--- config.mk ---
export PLATFORM = sky130hd
export DESIGN_NAME = xml_entity_decoder_top
export DESIGN_NICKNAME = d
export VERILOG_FILES = /design/src/xed_pkg.sv /design/src/xml_entity_decoder_top.sv /design/src/xed_datapath.sv /design/src/xed_ctrl.sv
export SDC_FILE = /design/constraint.sdc
export NUM_CORES = 1
export LEC_CHECK = 0
export BUFFER_PORTS_ARGS = -buffer_cell sky130_fd_sc_hd__buf_2
export CORE_AREA = 5 5 207 209
export DETAILED_ROUTE_END_ITERATION = 7
export DIE_AREA = 0 0 212 214
export PLACE_DENSITY = 0.69
export SLEW_MARGIN = 25
export SYNTH_ARGS = -nofsm -noshare
export SYNTH_HDL_FRONTEND = slang
export SYNTH_SLANG_ARGS = --single-unit
--- constraint.sdc ---
create_clock -name clk_i -period 4.2 [get_ports clk_i]
set_clock_uncertainty 0.1 [all_clocks]
set_input_delay 0.42 -clock clk_i [delete_from_list [all_inputs] [get_ports clk_i]]
set_output_delay 0.42 -clock clk_i [all_outputs]
set_load 0.02 [all_outputs]
--- src/xed_pkg.sv ---
// Shared types, constants and character helpers for the XML entity decoder.
package xed_pkg;

  // Default buffered entity name depth
  localparam int unsigned MAX_NAME_DEF = 32;

  // Characters with special meaning
  localparam logic [7:0] CH_AMP  = 8'h26;  // '&'
  localparam logic [7:0] CH_SEMI = 8'h3B;  // ';'
  localparam logic [7:0] CH_HASH = 8'h23;  // '#'
  localparam logic [7:0] CH_LT   = 8'h3C;  // '<'
  localparam logic [7:0] CH_GT   = 8'h3E;  // '>'
  localparam logic [7:0] CH_QUOT = 8'h22;  // '"'
  localparam logic [7:0] CH_APOS = 8'h27;  // '''

  // Code point limits
  localparam logic [31:0] CP_MAX     = 32'h0010_FFFF;
  localparam logic [31:0] SURR_LO    = 32'h0000_D800;
  localparam logic [31:0] SURR_HI    = 32'h0000_DFFF;
  localparam logic [31:0] UTF_1B_MAX = 32'h0000_007F;
  localparam logic [31:0] UTF_2B_MAX = 32'h0000_07FF;
  localparam logic [31:0] UTF_3B_MAX = 32'h0000_FFFF;
  localparam logic [7:0]  UTF_LEAD2  = 8'hC0;
  localparam logic [7:0]  UTF_LEAD3  = 8'hE0;
  localparam logic [7:0]  UTF_LEAD4  = 8'hF0;
  localparam logic [7:0]  UTF_CONT   = 8'h80;

  // Named entities: amp, lt, gt, quot, apos (lower case, zero padded)
  localparam int unsigned NUM_NAMED = 5;
  localparam logic [7:0] NAMED_LIT [NUM_NAMED][4] = '{
    '{8'h61, 8'h6D, 8'h70, 8'h00},  // amp
    '{8'h6C, 8'h74, 8'h00, 8'h00},  // lt
    '{8'h67, 8'h74, 8'h00, 8'h00},  // gt
    '{8'h71, 8'h75, 8'h6F, 8'h74},  // quot
    '{8'h61, 8'h70, 8'h6F, 8'h73}   // apos
  };
  localparam logic [2:0] NAMED_LEN [NUM_NAMED] = '{3'd3, 3'd2, 3'd2, 3'd4, 3'd4};
  localparam logic [7:0] NAMED_CHAR [NUM_NAMED] = '{CH_AMP, CH_LT, CH_GT, CH_QUOT, CH_APOS};

  // Source of the byte loaded into the output register
  typedef enum logic [2:0] {
    SRC_IN   = 3'd0,
    SRC_AMP  = 3'd1,
    SRC_NAME = 3'd2,
    SRC_TAIL = 3'd3,
    SRC_CP   = 3'd4,
    SRC_MARK = 3'd5
  } out_src_e;

  // Byte captured into the tail register
  typedef enum logic [1:0] {
    TAIL_IN    = 2'd0,
    TAIL_SEMI  = 2'd1,
    TAIL_NAMED = 2'd2
  } tail_sel_e;

  // Controller to datapath commands
  typedef struct packed {
    logic      start;       // open a new entity
    logic      append;      // buffer the input byte
    logic      close;       // drop the buffered name
    logic      cap;         // input transaction taken
    logic      tail_load;
    tail_sel_e tail_sel;
    logic      k_clr;
    logic      k_inc;
    logic      out_load;
    out_src_e  out_src;
    logic      out_last;
    logic      out_text_end;
  } cmd_t;

  // Datapath to controller status
  typedef struct packed {
    logic in_amp;
    logic in_semi;
    logic in_name;
    logic len_full;
    logic raw_empty;
    logic name_done;
    logic named_hit;
    logic num_ok;
    logic cp_drop;
    logic cp_last;
  } sts_t;

  function automatic logic [7:0] to_lower(input logic [7:0] c);
    logic [7:0] r;
    r = c;
    if (c inside {[8'h41:8'h5A]}) r = c | 8'h20;
    return r;
  endfunction

  function automatic logic is_digit(input logic [7:0] c);
    return c inside {[8'h30:8'h39]};
  endfunction

  function automatic logic is_x(input logic [7:0] c);
    return c inside {8'h78, 8'h58};
  endfunction

  function automatic logic is_name_char(input logic [7:0] c);
    return c inside {CH_HASH, [8'h30:8'h39], [8'h41:8'h5A], [8'h61:8'h7A]};
  endfunction

  // {valid, value}
  function automatic logic [4:0] hex_val(input logic [7:0] c);
    logic [4:0] r;
    r = 5'd0;
    if (c inside {[8'h30:8'h39]}) r = {1'b1, c[3:0]};
    else if (c inside {[8'h41:8'h46], [8'h61:8'h66]}) r = {1'b1, c[3:0] + 4'd9};
    return r;
  endfunction

endpackage

--- src/xml_entity_decoder_top.sv ---
// Top level of the XML entity decoder with streaming ports.
// Decodes XML character entities in a byte stream to UTF-8. A plain text byte
// is taken and shown on the output in the next cycle, one per cycle while the
// output side keeps up. An opening '&' and each buffered name character
// produce nothing unless they end the text. When an entity closes or breaks,
// the input stalls while the results go out one byte per cycle, as long as the
// output side keeps up, through the single output register (up to 4 bytes for a
// numeric reference, 1 for a named one, up to MaxName + 2 for a verbatim flush
// from the name buffer). Every transaction that emits bytes ends with tlast set;
// a dropped code point at the end of text yields a marker with tuser[0] low.
module xml_entity_decoder_top #(
  parameter int unsigned MaxName = xed_pkg::MAX_NAME_DEF
) (
  input  logic       clk_i,
  input  logic       rst_ni,
  input  logic       s_axis_tvalid,
  output logic       s_axis_tready,
  input  logic [7:0] s_axis_tdata,   // [7:0] in_byte
  input  logic       s_axis_tlast,   // end_of_text
  output logic       m_axis_tvalid,
  input  logic       m_axis_tready,
  output logic [7:0] m_axis_tdata,   // [7:0] out_byte
  output logic       m_axis_tlast,   // run_last
  output logic [1:0] m_axis_tuser    // [0] byte_valid, [1] text_end
);

  xed_pkg::cmd_t cmd;
  xed_pkg::sts_t sts;
  logic          out_byte_valid;
  logic          out_text_end;

  xed_ctrl u_ctrl (
    .clk_i     (clk_i),
    .rst_ni    (rst_ni),
    .s_valid_i (s_axis_tvalid),
    .s_last_i  (s_axis_tlast),
    .s_ready_o (s_axis_tready),
    .m_ready_i (m_axis_tready),
    .m_valid_o (m_axis_tvalid),
    .sts_i     (sts),
    .cmd_o     (cmd)
  );

  xed_datapath #(
    .MaxName (MaxName)
  ) u_datapath (
    .clk_i            (clk_i),
    .rst_ni           (rst_ni),
    .in_byte_i        (s_axis_tdata),
    .cmd_i            (cmd),
    .sts_o            (sts),
    .out_byte_o       (m_axis_tdata),
    .out_byte_valid_o (out_byte_valid),
    .out_run_last_o   (m_axis_tlast),
    .out_text_end_o   (out_text_end)
  );

  assign m_axis_tuser = {out_text_end, out_byte_valid};

endmodule

--- src/xed_datapath.sv ---
// Datapath: name buffer, numeric accumulator, named-entity matching and output register.
module xed_datapath #(
  parameter int unsigned MaxName = xed_pkg::MAX_NAME_DEF
) (
  input  logic          clk_i,
  input  logic          rst_ni,
  input  logic [7:0]    in_byte_i,
  input  xed_pkg::cmd_t cmd_i,
  output xed_pkg::sts_t sts_o,
  output logic [7:0]    out_byte_o,
  output logic          out_byte_valid_o,
  output logic          out_run_last_o,
  output logic          out_text_end_o
);

  localparam int unsigned LenW = $clog2(MaxName + 1);
  localparam int unsigned IdxW = $clog2(MaxName);

  logic [LenW-1:0] name_len_q, name_len_d;
  logic [LenW-1:0] raw_len_q, raw_len_d;
  logic [LenW-1:0] k_q, k_d;
  logic [31:0]     accum_q, accum_d;
  logic            ok_q, ok_d;
  logic            hash_q, hash_d;
  logic            hex_q, hex_d;
  logic [xed_pkg::NUM_NAMED-1:0] match_q, match_d;
  logic [7:0]      lc;
  logic [4:0]      hv;

  logic [7:0]      name_mem [MaxName];
  logic [7:0]      rd_q;
  logic [7:0]      tail_q;
  logic [7:0]      named_char;
  logic [xed_pkg::NUM_NAMED-1:0] hit_vec;
  logic [2:0]      cp_n;
  logic [7:0]      cp_byte;
  logic [7:0]      out_byte_q;
  logic            out_valid_q, out_last_q, out_te_q;

  // Entity collection state update
  always_comb begin
    lc         = xed_pkg::to_lower(in_byte_i);
    hv         = xed_pkg::hex_val(in_byte_i);
    name_len_d = name_len_q;
    accum_d    = accum_q;
    ok_d       = ok_q;
    hash_d     = hash_q;
    hex_d      = hex_q;
    match_d    = match_q;
    if (cmd_i.append) begin
      if (name_len_q == '0) begin
        accum_d = '0;
        ok_d    = 1'b1;
        hash_d  = (in_byte_i == xed_pkg::CH_HASH);
        hex_d   = 1'b0;
        for (int i = 0; i < xed_pkg::NUM_NAMED; i++) begin
          match_d[i] = (lc == xed_pkg::NAMED_LIT[i][0]);
        end
      end else begin
        for (int i = 0; i < xed_pkg::NUM_NAMED; i++) begin
          match_d[i] = match_q[i] && (name_len_q < LenW'(4))
                       && (lc == xed_pkg::NAMED_LIT[i][name_len_q[1:0]]);
        end
        if (name_len_q == LenW'(1)) begin
          // second character: x/X selects hex, else first decimal digit
          if (xed_pkg::is_x(in_byte_i)) hex_d = 1'b1;
          else if (xed_pkg::is_digit(in_byte_i)) accum_d = {28'd0, in_byte_i[3:0]};
          else ok_d = 1'b0;
        end else if (hex_q) begin
          if (!hv[4]) ok_d = 1'b0;
          else accum_d = {accum_q[27:0], hv[3:0]};
        end else begin
          // times ten as two shifts
          if (xed_pkg::is_digit(in_byte_i)) begin
            accum_d = (accum_q << 3) + (accum_q << 1) + {28'd0, in_byte_i[3:0]};
          end else begin
            ok_d = 1'b0;
          end
        end
      end
      name_len_d = name_len_q + LenW'(1);
    end
    if (cmd_i.start) begin
      accum_d    = '0;
      ok_d       = 1'b1;
      name_len_d = '0;
    end
    if (cmd_i.close) name_len_d = '0;
  end

  // Length of the name to flush and the emit index
  always_comb begin
    raw_len_d = raw_len_q;
    if (cmd_i.cap) raw_len_d = cmd_i.append ? name_len_q + LenW'(1) : name_len_q;
    k_d = k_q;
    if (cmd_i.k_clr) k_d = '0;
    else if (cmd_i.k_inc) k_d = k_q + LenW'(1);
  end

  always_ff @(posedge clk_i or negedge rst_ni) begin
    if (!rst_ni) begin
      name_len_q <= '0;
      raw_len_q  <= '0;
      k_q        <= '0;
      accum_q    <= '0;
      ok_q       <= 1'b1;
      hash_q     <= 1'b0;
      hex_q      <= 1'b0;
      match_q    <= '0;
    end else begin
      name_len_q <= name_len_d;
      raw_len_q  <= raw_len_d;
      k_q        <= k_d;
      accum_q    <= accum_d;
      ok_q       <= ok_d;
      hash_q     <= hash_d;
      hex_q      <= hex_d;
      match_q    <= match_d;
    end
  end

  // Name buffer: one write port, one registered read port
  always_ff @(posedge clk_i) begin
    if (cmd_i.append) name_mem[name_len_q[IdxW-1:0]] <= in_byte_i;
    rd_q <= name_mem[k_d[IdxW-1:0]];
  end

  // Named entity lookup
  always_comb begin
    named_char = xed_pkg::CH_AMP;
    for (int i = 0; i < xed_pkg::NUM_NAMED; i++) begin
      hit_vec[i] = match_q[i] && (name_len_q == LenW'(xed_pkg::NAMED_LEN[i]));
    end
    for (int i = xed_pkg::NUM_NAMED - 1; i >= 0; i--) begin
      if (hit_vec[i]) named_char = xed_pkg::NAMED_CHAR[i];
    end
  end

  // UTF-8 encoder, one byte per index
  always_comb begin
    if (accum_q <= xed_pkg::UTF_1B_MAX)      cp_n = 3'd1;
    else if (accum_q <= xed_pkg::UTF_2B_MAX) cp_n = 3'd2;
    else if (accum_q <= xed_pkg::UTF_3B_MAX) cp_n = 3'd3;
    else                                     cp_n = 3'd4;
    cp_byte = accum_q[7:0];
    case ({cp_n, k_q[1:0]})
      {3'd2, 2'd0}: cp_byte = xed_pkg::UTF_LEAD2 | {3'd0, accum_q[10:6]};
      {3'd2, 2'd1}: cp_byte = xed_pkg::UTF_CONT | {2'd0, accum_q[5:0]};
      {3'd3, 2'd0}: cp_byte = xed_pkg::UTF_LEAD3 | {4'd0, accum_q[15:12]};
      {3'd3, 2'd1}: cp_byte = xed_pkg::UTF_CONT | {2'd0, accum_q[11:6]};
      {3'd3, 2'd2}: cp_byte = xed_pkg::UTF_CONT | {2'd0, accum_q[5:0]};
      {3'd4, 2'd0}: cp_byte = xed_pkg::UTF_LEAD4 | {5'd0, accum_q[20:18]};
      {3'd4, 2'd1}: cp_byte = xed_pkg::UTF_CONT | {2'd0, accum_q[17:12]};
      {3'd4, 2'd2}: cp_byte = xed_pkg::UTF_CONT | {2'd0, accum_q[11:6]};
      {3'd4, 2'd3}: cp_byte = xed_pkg::UTF_CONT | {2'd0, accum_q[5:0]};
      default:      cp_byte = accum_q[7:0];
    endcase
  end

  // Status toward the controller
  always_comb begin
    sts_o.in_amp    = (in_byte_i == xed_pkg::CH_AMP);
    sts_o.in_semi   = (in_byte_i == xed_pkg::CH_SEMI);
    sts_o.in_name   = xed_pkg::is_name_char(in_byte_i);
    sts_o.len_full  = (name_len_q == LenW'(MaxName));
    sts_o.raw_empty = (raw_len_q == '0);
    sts_o.name_done = ((k_q + LenW'(1)) == raw_len_q);
    sts_o.named_hit = |hit_vec;
    sts_o.num_ok    = hash_q && (name_len_q != '0) && ok_q && (accum_q != '0)
                      && (hex_q ? (name_len_q > LenW'(2)) : (name_len_q > LenW'(1)));
    sts_o.cp_drop   = (accum_q > xed_pkg::CP_MAX)
                      || ((accum_q >= xed_pkg::SURR_LO) && (accum_q <= xed_pkg::SURR_HI));
    sts_o.cp_last   = (k_q == LenW'(cp_n - 3'd1));
  end

  // Tail byte and output register payload
  always_ff @(posedge clk_i) begin
    if (cmd_i.tail_load) begin
      case (cmd_i.tail_sel)
        xed_pkg::TAIL_IN:    tail_q <= in_byte_i;
        xed_pkg::TAIL_SEMI:  tail_q <= xed_pkg::CH_SEMI;
        xed_pkg::TAIL_NAMED: tail_q <= named_char;
        default:             tail_q <= in_byte_i;
      endcase
    end
    if (cmd_i.out_load) begin
      case (cmd_i.out_src)
        xed_pkg::SRC_IN:   out_byte_q <= in_byte_i;
        xed_pkg::SRC_AMP:  out_byte_q <= xed_pkg::CH_AMP;
        xed_pkg::SRC_NAME: out_byte_q <= rd_q;
        xed_pkg::SRC_TAIL: out_byte_q <= tail_q;
        xed_pkg::SRC_CP:   out_byte_q <= cp_byte;
        default:           out_byte_q <= 8'd0;
      endcase
      out_valid_q <= (cmd_i.out_src != xed_pkg::SRC_MARK);
      out_last_q  <= cmd_i.out_last;
      out_te_q    <= cmd_i.out_text_end;
    end
  end

  assign out_byte_o       = out_byte_q;
  assign out_byte_valid_o = out_valid_q;
  assign out_run_last_o   = out_last_q;
  assign out_text_end_o   = out_te_q;

endmodule

--- src/xed_ctrl.sv ---
// Controller: entity tracking, emit sequencing and output handshake.
module xed_ctrl (
  input  logic          clk_i,
  input  logic          rst_ni,
  input  logic          s_valid_i,
  input  logic          s_last_i,
  output logic          s_ready_o,
  input  logic          m_ready_i,
  output logic          m_valid_o,
  input  xed_pkg::sts_t sts_i,
  output xed_pkg::cmd_t cmd_o
);

  typedef enum logic [6:0] {
    S_IDLE = 7'b0000001,
    S_AMP  = 7'b0000010,
    S_NAME = 7'b0000100,
    S_TAIL = 7'b0001000,
    S_CP   = 7'b0010000,
    S_AMP2 = 7'b0100000,
    S_MARK = 7'b1000000
  } state_e;

  state_e state_q, state_d;
  logic   in_ent_q, in_ent_d;
  logic   out_vld_q, out_vld_d;
  logic   last_q, last_d;
  logic   tail_q, tail_d;
  logic   amp2_q, amp2_d;
  logic   slot_free, accept, nothing_after;
  state_e after_name;

  assign slot_free     = !out_vld_q || m_ready_i;
  assign s_ready_o     = (state_q == S_IDLE) && slot_free;
  assign accept        = s_valid_i && s_ready_o;
  assign m_valid_o     = out_vld_q;
  assign nothing_after = !tail_q && !amp2_q;
  assign after_name    = tail_q ? S_TAIL : (amp2_q ? S_AMP2 : S_IDLE);

  always_comb begin
    state_d  = state_q;
    in_ent_d = in_ent_q;
    last_d   = last_q;
    tail_d   = tail_q;
    amp2_d   = amp2_q;
    cmd_o    = '0;
    case (state_q)
      // Take one input transaction and plan what it emits
      S_IDLE: begin
        if (accept) begin
          cmd_o.cap   = 1'b1;
          cmd_o.k_clr = 1'b1;
          last_d      = s_last_i;
          tail_d      = 1'b0;
          amp2_d      = 1'b0;
          if (!in_ent_q) begin
            if (sts_i.in_amp && s_last_i) begin
              cmd_o.out_load     = 1'b1;
              cmd_o.out_src      = xed_pkg::SRC_AMP;
              cmd_o.out_last     = 1'b1;
              cmd_o.out_text_end = 1'b1;
            end else if (sts_i.in_amp) begin
              cmd_o.start = 1'b1;
              in_ent_d    = 1'b1;
            end else begin
              cmd_o.out_load     = 1'b1;
              cmd_o.out_src      = xed_pkg::SRC_IN;
              cmd_o.out_last     = 1'b1;
              cmd_o.out_text_end = s_last_i;
            end
          end else if (sts_i.in_semi) begin
            cmd_o.close = 1'b1;
            in_ent_d    = 1'b0;
            if (sts_i.named_hit) begin
              cmd_o.tail_load = 1'b1;
              cmd_o.tail_sel  = xed_pkg::TAIL_NAMED;
              tail_d          = 1'b1;
              state_d         = S_TAIL;
            end else if (sts_i.num_ok) begin
              if (!sts_i.cp_drop) state_d = S_CP;
              else if (s_last_i)  state_d = S_MARK;
            end else begin
              cmd_o.tail_load = 1'b1;
              cmd_o.tail_sel  = xed_pkg::TAIL_SEMI;
              tail_d          = 1'b1;
              state_d         = S_AMP;
            end
          end else if (sts_i.in_name && !sts_i.len_full) begin
            cmd_o.append = 1'b1;
            if (s_last_i) begin
              cmd_o.close = 1'b1;
              in_ent_d    = 1'b0;
              state_d     = S_AMP;
            end
          end else begin
            // broken name: flush, then treat the byte as text
            cmd_o.close = 1'b1;
            state_d     = S_AMP;
            if (sts_i.in_amp) begin
              cmd_o.start = 1'b1;
              in_ent_d    = !s_last_i;
              amp2_d      = s_last_i;
            end else begin
              cmd_o.tail_load = 1'b1;
              cmd_o.tail_sel  = xed_pkg::TAIL_IN;
              tail_d          = 1'b1;
              in_ent_d        = 1'b0;
            end
          end
        end
      end
      S_AMP: begin
        if (slot_free) begin
          cmd_o.out_load     = 1'b1;
          cmd_o.out_src      = xed_pkg::SRC_AMP;
          cmd_o.out_last     = sts_i.raw_empty && nothing_after;
          cmd_o.out_text_end = sts_i.raw_empty && nothing_after && last_q;
          state_d            = sts_i.raw_empty ? after_name : S_NAME;
        end
      end
      S_NAME: begin
        if (slot_free) begin
          cmd_o.out_load     = 1'b1;
          cmd_o.out_src      = xed_pkg::SRC_NAME;
          cmd_o.k_inc        = 1'b1;
          cmd_o.out_last     = sts_i.name_done && nothing_after;
          cmd_o.out_text_end = sts_i.name_done && nothing_after && last_q;
          if (sts_i.name_done) state_d = after_name;
        end
      end
      S_TAIL: begin
        if (slot_free) begin
          cmd_o.out_load     = 1'b1;
          cmd_o.out_src      = xed_pkg::SRC_TAIL;
          cmd_o.out_last     = !amp2_q;
          cmd_o.out_text_end = !amp2_q && last_q;
          state_d            = amp2_q ? S_AMP2 : S_IDLE;
        end
      end
      S_CP: begin
        if (slot_free) begin
          cmd_o.out_load     = 1'b1;
          cmd_o.out_src      = xed_pkg::SRC_CP;
          cmd_o.k_inc        = 1'b1;
          cmd_o.out_last     = sts_i.cp_last;
          cmd_o.out_text_end = sts_i.cp_last && last_q;
          if (sts_i.cp_last) state_d = S_IDLE;
        end
      end
      S_AMP2: begin
        if (slot_free) begin
          cmd_o.out_load     = 1'b1;
          cmd_o.out_src      = xed_pkg::SRC_AMP;
          cmd_o.out_last     = 1'b1;
          cmd_o.out_text_end = last_q;
          state_d            = S_IDLE;
        end
      end
      S_MARK: begin
        if (slot_free) begin
          cmd_o.out_load     = 1'b1;
          cmd_o.out_src      = xed_pkg::SRC_MARK;
          cmd_o.out_last     = 1'b1;
          cmd_o.out_text_end = 1'b1;
          state_d            = S_IDLE;
        end
      end
      default: state_d = S_IDLE;
    endcase
  end

  // Output register valid flag
  always_comb begin
    out_vld_d = out_vld_q && !m_ready_i;
    if (cmd_o.out_load) out_vld_d = 1'b1;
  end

  always_ff @(posedge clk_i or negedge rst_ni) begin
    if (!rst_ni) begin
      state_q   <= S_IDLE;
      in_ent_q  <= 1'b0;
      out_vld_q <= 1'b0;
      last_q    <= 1'b0;
      tail_q    <= 1'b0;
      amp2_q    <= 1'b0;
    end else begin
      state_q   <= state_d;
      in_ent_q  <= in_ent_d;
      out_vld_q <= out_vld_d;
      last_q    <= last_d;
      tail_q    <= tail_d;
      amp2_q    <= amp2_d;
    end
  end

`ifndef SYNTHESIS
  // An entity never stays open past the end of the text
  a_last_closes: assert property (@(posedge clk_i) disable iff (!rst_ni)
    (accept && s_last_i) |=> !in_ent_q)
    else $error("entity still open after final byte");

  // The final byte of a sequence always returns the sequencer to idle
  a_done_idle: assert property (@(posedge clk_i) disable iff (!rst_ni)
    (cmd_o.out_load && cmd_o.out_last && (state_q != S_IDLE)) |=> (state_q == S_IDLE))
    else $error("sequencer did not return to idle after last byte");

  // A marker only appears for the end of the text
  a_mark_end: assert property (@(posedge clk_i) disable iff (!rst_ni)
    (state_q == S_MARK) |-> last_q)
    else $error("marker outside end of text");

  // The name buffer is never written past its depth
  a_no_overfill: assert property (@(posedge clk_i) disable iff (!rst_ni)
    cmd_o.append |-> !sts_i.len_full)
    else $error("append to full name buffer");
`endif

endmodule

# ---- After elaboration in Yosys (flattened, before gate mapping)
# Memory sizes are Yosys's and may differ from the RTL's. A register that Yosys moved wholly into a read port is not among the register bits.
# Cells that the tools add are included.
dict set report classes {
  add_sub_neg 6
  n_mul 0
  n_div 0
  order_cmp 18
  n_eq_ne 59
  shift 0
  muxes 124
  bitwise_logic 1
  n_reduce_logical 68
}
# cell n
set op_table {}
lappend op_table {{2-to-1 mux 32 bit} 9}
lappend op_table {{2-to-1 mux 7 bit} 20}
lappend op_table {{2-to-1 mux 8 bit} 12}
lappend op_table {{2-to-1 mux 6 bit} 15}
lappend op_table {{binary-select mux 8 bit (select 2 bit)} 5}
lappend op_table {{less-or-equal comparator 32 x 16 -> 1 bit, second input constant} 2}
lappend op_table {{equality test 8 x 7 -> 1 bit, second input constant} 6}
lappend op_table {{one-hot mux 8 bit (6 select lines)} 1}
lappend op_table {{one-hot mux 6 bit (7 select lines)} 1}
lappend op_table {{one-hot mux 7 bit (6 select lines)} 1}
lappend op_table {{equality test 8 bit} 5}
lappend op_table {{one-hot mux 8 bit (5 select lines)} 1}
lappend op_table {{2-to-1 mux 1 bit} 39}
lappend op_table {{logical AND 1 bit} 37}
lappend op_table {{adder 32 bit} 1}
lappend op_table {{adder 32 x 4 -> 32 bit} 1}
lappend op_table {{greater-or-equal comparator 32 x 16 -> 1 bit, second input constant} 1}
lappend op_table {{> comparator 32 x 21 -> 1 bit, second input constant} 1}
lappend op_table {{less-or-equal comparator 32 x 11 -> 1 bit, second input constant} 1}
lappend op_table {{less-or-equal comparator 32 x 7 -> 1 bit, second input constant} 1}
lappend op_table {{less-or-equal comparator 8 x 7 -> 1 bit, second input constant} 4}
lappend op_table {{nonzero test 32 bit} 1}
lappend op_table {{2-to-1 mux 3 bit} 10}
lappend op_table {{2-to-1 mux 5 bit} 6}
lappend op_table {{54 further kinds} 95}
dict set report totals {
  regBits 89
  latchBits 0
  ram_bits 256
  mem_bits_ro 0
  inputBits 13
  output_inout_bits 13
  wordCells 297
  n_memories 1
}
# memory words word_bits rd rd_clocked_by_memory_dff write_ports line_no
set mem_list {}
lappend mem_list {u_datapath.name_mem 32 8 1 1 1 xed_datapath.sv:30} ;# logic [7:0] name_mem [MaxName];

# ---- Longest topological paths before layout
# Gate-level depths: netlist (run 1).
dict set report logic_depth {
  word_depth 14
  ltp_mapped 16
  ltp_nobuf 14
}

# ---- Cells and area by module
# A second synthesis (run 1) with hierarchy kept.
dict set report unflattened {
  cells_unflattened 1751
  hier_area_um2 18755.5
}
# mod instances cells_each area_each_um2 seq_area_each_um2
set modules_own_cells {}
lappend modules_own_cells {xed_datapath 1 1594 17448.0 9870.7}
lappend modules_own_cells {xed_ctrl 1 155 1292.5 301.5}
lappend modules_own_cells {xml_entity_decoder_top 1 2 15.0 0.0}

# ---- Least setup slack after synthesis (run 1)
# OpenSTA, ideal clock, no wires.
dict set report synth_timing {
  path_kind {input-to-reg}
  start {input port s_axis_tdata[0]}
  end {register u_datapath.tail_q[0] (enable)}
  setup_time_ps 425
  arrival_ps 3525
  t_required_ps 3675
  setup_slack_ps 151
  path_stages 10
  n_path_buf 1
  path_cell_list {buf_1 > inv_1 > ha_1 > o21ai_0 > a21oi_1 > a21oi_1 > o21ai_1 > a31oi_2 > nor2_1 > a2111oi_0}
}
# element line_no
set synth_lines {}
lappend synth_lines {{start, declared} xml_entity_decoder_top.sv:18} ;# input logic [7:0] s_axis_tdata,
lappend synth_lines {{end signal, assigned} xed_datapath.sv:180} ;# xed_pkg::TAIL_IN: tail_q <= in_byte_i;
lappend synth_lines {{end signal, assigned} xed_datapath.sv:181} ;# xed_pkg::TAIL_SEMI: tail_q <= xed_pkg::CH_SEMI;
lappend synth_lines {{end signal, assigned} xed_datapath.sv:182} ;# xed_pkg::TAIL_NAMED: tail_q <= named_char;
lappend synth_lines {{end, declared} xed_datapath.sv:32} ;# logic [7:0] tail_q;

# ---- Worst setup path after layout (run 1)
dict set report layout_timing {
  start {register u_datapath.accum_q[17]}
  end {register u_datapath.out_byte_q[1], in the netlist u_datapath.out_byte_o[1], data pin}
}
dict set report layout_via {
  elab_chain_len 8
  elab_cells_between_ends 19
  classes_between {order compare (3); eq/ne (9); mux (5); reduce/logical (2)}
}
# element line_no
set layout_lines {}
lappend layout_lines {{start, declared} xed_datapath.sv:22} ;# logic [31:0] accum_q, accum_d;
lappend layout_lines {{start signal, assigned} xed_datapath.sv:114} ;# accum_q <= accum_d;
lappend layout_lines {{less-or-equal comparator 32 x 16 -> 1 bit} xed_datapath.sv:143} ;# else if (accum_q <= xed_pkg::UTF_3B_MAX) cp_n = 3'd3;
lappend layout_lines {{2-to-1 mux 3 bit} xed_datapath.sv:143}
lappend layout_lines {{2-to-1 mux 3 bit} xed_datapath.sv:142} ;# else if (accum_q <= xed_pkg::UTF_2B_MAX) cp_n = 3'd2;
lappend layout_lines {{2-to-1 mux 3 bit *} xed_datapath.sv:141} ;# if (accum_q <= xed_pkg::UTF_1B_MAX) cp_n = 3'd1;
lappend layout_lines {{equality test 5 x 4 -> 1 bit / equality test 5 bit (equally long branches)} xed_datapath.sv:146} ;# case ({cp_n, k_q[1:0]})
lappend layout_lines {{OR reduction 3 bit (no source line) / OR reduction 2 bit (equally long branches)} --}
lappend layout_lines {{one-hot mux 8 bit (6 select lines) *} xed_datapath.sv:146}
lappend layout_lines {{one-hot mux 8 bit (5 select lines) *} xed_datapath.sv:187} ;# case (cmd_i.out_src)
lappend layout_lines {{end signal, assigned} xed_datapath.sv:188} ;# xed_pkg::SRC_IN: out_byte_q <= in_byte_i;
lappend layout_lines {{end signal, assigned} xed_datapath.sv:189} ;# xed_pkg::SRC_AMP: out_byte_q <= xed_pkg::CH_AMP;
lappend layout_lines {{end signal, assigned} xed_datapath.sv:190} ;# xed_pkg::SRC_NAME: out_byte_q <= rd_q;
lappend layout_lines {{end, declared} xed_datapath.sv:37} ;# logic [7:0] out_byte_q;
# Mark *: on every way between the ends. The rest lies on a longest branch, timed or not.
# A chain may end at the register's enable or synchronous reset.

==> results of run 1 <==
==> cell families (layout without fill, tap and decap cells) <==
kind of cell	count (synthesis)	count (layout)
adders and majority gates	78	78
xor gates and xnor gates	56	56
AOI/OAI and AO/OA	348	348
and+or+nand+nor	651	651
other	0	1
buffers and inverters	122	200
DFF	353	353
muxes	49	49
==> registers in the layout, summed over array words and instances, names as in the netlist, 7 cells and up <==
signal and flops:
u_datapath.name_mem 256, u_datapath.tail_q 8, u_datapath.out_byte_o 8, u_datapath.accum_q 32, u_ctrl.state_q 7, u_datapath.rd_q 8
==> worst max-delay path by stage <==
stage,endpoint,slack (ps),depth (start not counted)
after global placement,u_datapath.accum_q[17],330,13
after detailed placement,u_datapath.accum_q[17],290,13
after floorplan,u_datapath.tail_q[0],150,10
final,u_datapath.out_byte_o[1],330,11
after CTS,u_datapath.out_byte_o[1],320,11
after global routing,u_datapath.out_byte_o[1],5,11
==> cell type report <==
type | instances | area, µm² | share of cell area [%]
Multi-Input combinational cell | 1182 | 7415 | 36.57
Tap cell | 532 | 665.6 | 3.283
Clock buffer | 45 | 977.2 | 4.820
Sequential cell | 353 | 10170 | 50.17
Antenna cell | 1 | 2.502 | 0.01234
Clock inverter | 23 | 172.7 | 0.8516
Timing Repair Buffer | 100 | 747.0 | 3.684
Inverter | 32 | 122.6 | 0.6048
==> cell usage after synthesis, drive strengths merged, types with 23 or more instances <==
master  number  area [µm²]
nor2       104       390.4
a32oi       34       297.8
ha          76       950.9
xnor2       33       289.0
a31oi       36       231.5
edfxtp     275        8258
nand2      287        1087
buf         40       231.5
clkbuf      50       187.7
nand3       92       460.4
inv         32       120.1
dfrtp       68        1702
xor2        23       201.4
nor3        40       216.5
o21ai       82       410.4
a21oi       62       310.3
mux2i       46       460.4
==> cell usage in the layout, fill, tap and decap left out, types with 30 or more instances in the layout <==
master / netlist / layout
nor2_1: 104 / 101
nand3_1: 92 / 92
o21ai_0: 71 / 71
a32oi_1: 34 / 34
nand2_1: 285 / 285
xnor2_1: 33 / 33
inv_1: 30 / 30
a21oi_1: 62 / 62
clkbuf_16: 0 / 38
edfxtp_1: 275 / 275
nor3_1: 38 / 38
dfrtp_1: 68 / 68
mux2i_1: 46 / 46
buf_4: 7 / 70
a31oi_1: 35 / 35
ha_1: 76 / 76
==> metal layers <==
layer	vias to the layer above	GRT usage, %	share of wire (%)
met4	0	5.304	2.7
met5	-	0	0
met2	545	30.78	45
met3	93	4.462	8.0
met1	6587	30.14	45
li1	6290	-	-
==> repair_timing <==
action	4_1_cts	5_1_grt
setup endpoints to repair	0	6
hold buffers	1	0
buffers inserted	0	0
resized for setup	0	1
hold endpoints to repair	68	0
==> report_power, final <==
group / internal [mW] / switching, mW / total [mW]
Clock: 1.74 / 1.41 / 3.15
Sequential: 3.83 / 0.0334 / 3.87
Combinational: 0.163 / 0.381 / 0.544
Total: 5.74 / 1.82 / 7.56
==> critical path, stage by stage (launching register included) <==
cell	delay, ps
dfrtp_1	470
or4_1	590
nor2_1	150
nand2_1	230
a31oi_1	380
ha_1	330
a22oi_1	130
o21ai_2	250
o21bai_1	200
nand2_1	190
a221oi_1	360
o21ai_0	200
==> run_results.csv, run 1 <==
group,metric,value,unit
yosys,synth_nets,1748,
global_routing,grt_usage,20.43,%
routing,vias,13520,
clock_tree,h-tree-depth,2,
hold_path,holdPathStages,2,
yosys,yosys.cell_types.count,86,
cells_and_area,fill_cells,3544,
run,max_cap_viol_count,0,
global_routing,antenna_found_initial,2,
timing,timing.final.crit_share,92.24,%
global_routing,grt_pass1_wl,74340,µm
die,core,40650,µm²
outcome,status,"complete, no violations",
worst_setup_path,arrival,4020,ps
yosys,synth_area,18080,µm²
worst_setup_path,regToRegSetupSlack,330,ps
yosys,synthMuxAreaShare,2.733,%
cells_and_area,drive_above_1_share,10.61,%
cells_and_area,area_growth,12.11,%
timing,setup_viol,0,
yosys,syn-mean-instance-area,10.91,µm²
timing,period_minus_slack,3874,ps
yosys,ys.flop_type,"edfxtp_1",
timing,max_freq,258.1,MHz
die,rows,74,
yosys,syn_inst,1657,
clock_tree,clk_root_buffer_cell,"clkbuf_16",
global_routing,grt_start_max_net_pins,89,
timing,slew-limit-headroom,30.06,%
routing,drt_iter0_markers,1431,
power,p_total,7.560,mW
place,io_buffers,25,
timing,rsz0062_at_grt,"no",
cells_and_area,finish.net_count,1797,
yosys,synth_top_family_by_area,"simple AND/OR/NAND/NOR gates",
hold_path,hold_start,"s_axis_tlast",
routing,ant_nets,0,
yosys,synth_compound_area_share,13.15,%
worst_setup_path,worst-setup-path-type,"flop to flop",
die,fp.dieArea,45370,µm²
place,dp_slack,286.6,ps
place,place_congestion,0.9544,
global_routing,grt_pass1_vias,13020,
clock_tree,cts_tree,"built",
yosys,synth_seq_cells,353,
worst_setup_path,path_max_fanout,9,
place,placed_area,19100,µm²
timing,hold_viol,0,
timing,tightest_slew,1038,ps
place,dp_cells,2198,
cells_and_area,final_cell_area,20270,µm²
clock_tree,cts.clk_slew.worst_paths,60,ps
routing,routed_wl,47080,µm
die,dieWidth,212,µm
worst_setup_path,crit_path_start_kind,"flop",
yosys,synth-edff-count,275,
yosys,yosys.area_share.simple,16.70,%
yosys,yosys.area_share.adder,5.480,%
power,p_per_area,372.9,nW/µm²
worst_setup_path,r2r_start,"u_datapath.accum_q[17]",
cells_and_area,final_util,49.88,%
die,dieHeight,214,µm
clock_tree,clock_path_buffers,3,
hold_path,hold_class,"input port to flop",
timing,setup_ws,326.0,ps
clock_tree,numCtsBuffers,37,
power,p_leak,7.583,nW
place,dp.final_hpwl,32130,µm
worst_setup_path,cp-end-kind,"flop",
cells_and_area,layoutNonFillerInstCount,2268,
die,initial_core_util,44.49,%
hold_path,min_to,"u_ctrl.in_ent_q",
yosys,yosysSeqAreaShare,56.25,%
power,peakVddDrop,0.0003668,V
timing,fin_setup_tns,0,ps
routing,drcViolationCount,0,
clock_tree,clock_latency,560,ps
routing,vias_per_cell,5.959,
yosys,ys_async_sr_fraction,19.83,%
worst_setup_path,r2r_cells,11,
clock_tree,numClockSinks,353,
routing,routedWlPerCell,20.76,µm
worst_setup_path,cp-startpoint,"u_datapath.accum_q[17]",
worst_setup_path,crit_required,4350,ps
timing,whs,50.28,ps
worst_setup_path,r2r_end,"u_datapath.out_byte_o[1]",
yosys,yosysWarningCount,0,
global_routing,gr-total-overflow,0,
timing,drv_slew,0,
routing,drt_first_pass_iters,6,
yosys,synth_xor_area_share,2.712,%
die,io_pins,26,
(Power assumes the default switching activity.)
==> inputs of run 2 (changes only) <==
CORE_AREA = 5 5 197 199   (was 5 5 207 209)
DIE_AREA = 0 0 202 204   (was 0 0 212 214)
PLACE_DENSITY = 0.74   (was 0.69)
==> run 2 against run 1 <==
Maximum frequency is 2.9% lower. Worst setup slack worse by 120 ps. Sequential cell count stayed put. Via count is 0.97% higher. Critical path depth is 1 lower. Clock power is 4% higher. Largest cell class unchanged.
==> run_results.csv, run 2 (synthesized netlist as in run 1, its figures left out) <==
group,metric,value,unit
die,dieHeight,204,µm
worst_setup_path,r2r_end,"u_datapath.rd_q[1]",
global_routing,gr-total-overflow,0,
clock_tree,numCtsBuffers,38,
timing,period_minus_slack,3992,ps
outcome,status,"complete, no violations",
cells_and_area,area_growth,12.30,%
clock_tree,clock_path_buffers,3,
die,io_pins,26,
global_routing,grt_start_max_net_pins,71,
power,p_per_area,379.1,nW/µm²
cells_and_area,drive_above_1_share,11.04,%
worst_setup_path,cp-end-kind,"flop",
routing,ant_nets,0,
die,rows,71,
clock_tree,numClockSinks,353,
routing,vias,13650,
timing,slew-limit-headroom,22.32,%
routing,drt_first_pass_iters,6,
die,dieWidth,202,µm
cells_and_area,final_cell_mix,"nand2_1 (285), edfxtp_1 (275), nor2_1 (101), nand3_1 (92), ha_1 (76)",
timing,setup_ws,208.3,ps
routing,drcViolationCount,0,
place,dp_slack,295.5,ps
run,max_cap_viol_count,0,
place,io_buffers,25,
global_routing,grt_pass1_wl,73390,µm
worst_setup_path,r2r_start,"u_ctrl.state_q[5]",
timing,hold_viol,0,
cells_and_area,fill_cells,3125,
worst_setup_path,crit_path_start_kind,"flop",
routing,vias_per_cell,6.161,
timing,rsz0062_at_grt,"no",
worst_setup_path,arrival,4380,ps
place,placed_area,19050,µm²
timing,drv_slew,0,
die,core,37040,µm²
clock_tree,clock_latency,570,ps
routing,routedWlPerCell,21.04,µm
place,place_congestion,0.9076,
power,p_leak,7.631,nW
hold_path,holdPathStages,2,
global_routing,grt_usage,22.33,%
die,fp.dieArea,41210,µm²
die,initial_core_util,48.82,%
timing,timing.final.crit_share,95.04,%
hold_path,min_to,"u_ctrl.in_ent_q",
cells_and_area,layoutNonFillerInstCount,2215,
timing,tightest_slew,1153,ps
timing,max_freq,250.5,MHz
clock_tree,cts.clk_slew.worst_paths,60,ps
worst_setup_path,path_max_fanout,51,
cells_and_area,layout_commonest_cell,"nand2_1",
worst_setup_path,r2r_cells,10,
worst_setup_path,crit_required,4590,ps
place,dp.final_hpwl,31330,µm
power,peakVddDrop,0.0003771,V
clock_tree,post-cts-setup-buffers,0,
worst_setup_path,worst-setup-path-type,"flop to flop",
worst_setup_path,regToRegSetupSlack,210,ps
timing,fin_setup_tns,0,ps
timing,setup_viol,0,
cells_and_area,largest_register_ffs,256,
place,dp_cells,2142,
cells_and_area,finish.net_count,1800,
global_routing,antenna_found_initial,2,
routing,routed_wl,46600,µm
clock_tree,h-tree-depth,2,
clock_tree,clk_root_buffer_cell,"clkbuf_16",
hold_path,hold_class,"input port to flop",
power,p_total,7.699,mW
clock_tree,cts_tree,"built",
routing,drt_iter0_markers,1385,
hold_path,hold_start,"s_axis_tlast",
cells_and_area,final_cell_area,20310,µm²
global_routing,grt_pass1_vias,13020,
## run 2: cell count changes in the layout (fill, tap and decap cells not counted), sizes merged
cell	delta
bufinv	+1
inv	+1
clkbuf	+3
clkinv	-3
buf	+2
diode	+1
## run 2: what timing repair did
action	4_1_cts	5_1_grt
hold endpoints to repair	68	0
hold buffers	1	0
gates resized for setup	0	2
endpoints found under the setup margin	0	1
## run 2: worst max path at each step
stage                           end  cells past startpoint  slack, ps               from
6_report         u_datapath.rd_q[1]                     10        210  u_ctrl.state_q[5]
5_1_grt          u_datapath.rd_q[1]                     10         30  u_ctrl.state_q[5]
4_1_cts          u_datapath.rd_q[1]                     10        260  u_ctrl.state_q[5]
3_5_place_dp     u_datapath.rd_q[1]                     10        300  u_ctrl.state_q[5]
3_3_place_gp     u_datapath.rd_q[1]                     10        370  u_ctrl.state_q[5]
2_1_floorplan  u_datapath.tail_q[0]                     10        150    s_axis_tdata[0]
## run 2: critical path, cell delays in order (launching register included)
cell and delay [ps]:
dfrtp_1 420, or2_1 380, nor4_4 670, mux2i_1 240, or2_2 160, buf_4 480
buf_4 520, nand2_1 100, a32oi_1 250, nand4_1 300, nand3_1 210
## run 2: through the flow
| step | utilization [%] | hold slack (ps) |
|---|---|---|
| 6_report | 54.82 | 47.85 |
| 3_5_place_dp | 51.42 | 371.4 |
| 2_1_floorplan | - | 24.41 |
| 3_3_place_gp | 51.42 | 370.4 |
| 5_1_grt | 54.82 | 57.27 |
| 4_1_cts | 54.77 | 20.69 |
## run 2: cell type report
cell class	instances	area [µm²]	share of cell area, %
flip-flops and latches	353	10170	50.09
multi-input cells	1182	7421	36.54
clock buffers	48	1008	4.966
repair buffers	102	762.0	3.752
well taps	474	593.1	2.921
clock inverters	22	222.7	1.097
inverters	32	122.6	0.6038
diodes	2	5.005	0.02465
## run 2: per-layer routing
metal | vias to the layer above | share of wire, % | global-route usage (%)
li1 | 6296 | - | -
met1 | 6667 | 43 | 31.83
met2 | 606 | 46 | 35.55
met3 | 77 | 8.6 | 3.872
met4 | 0 | 2.5 | 6.421
met5 | - | 0 | 0
## run 2: report_power, final
part           switching (mW)  internal, mW
combinational           0.380         0.165
sequential             0.0298          3.84
clock                    1.43          1.86
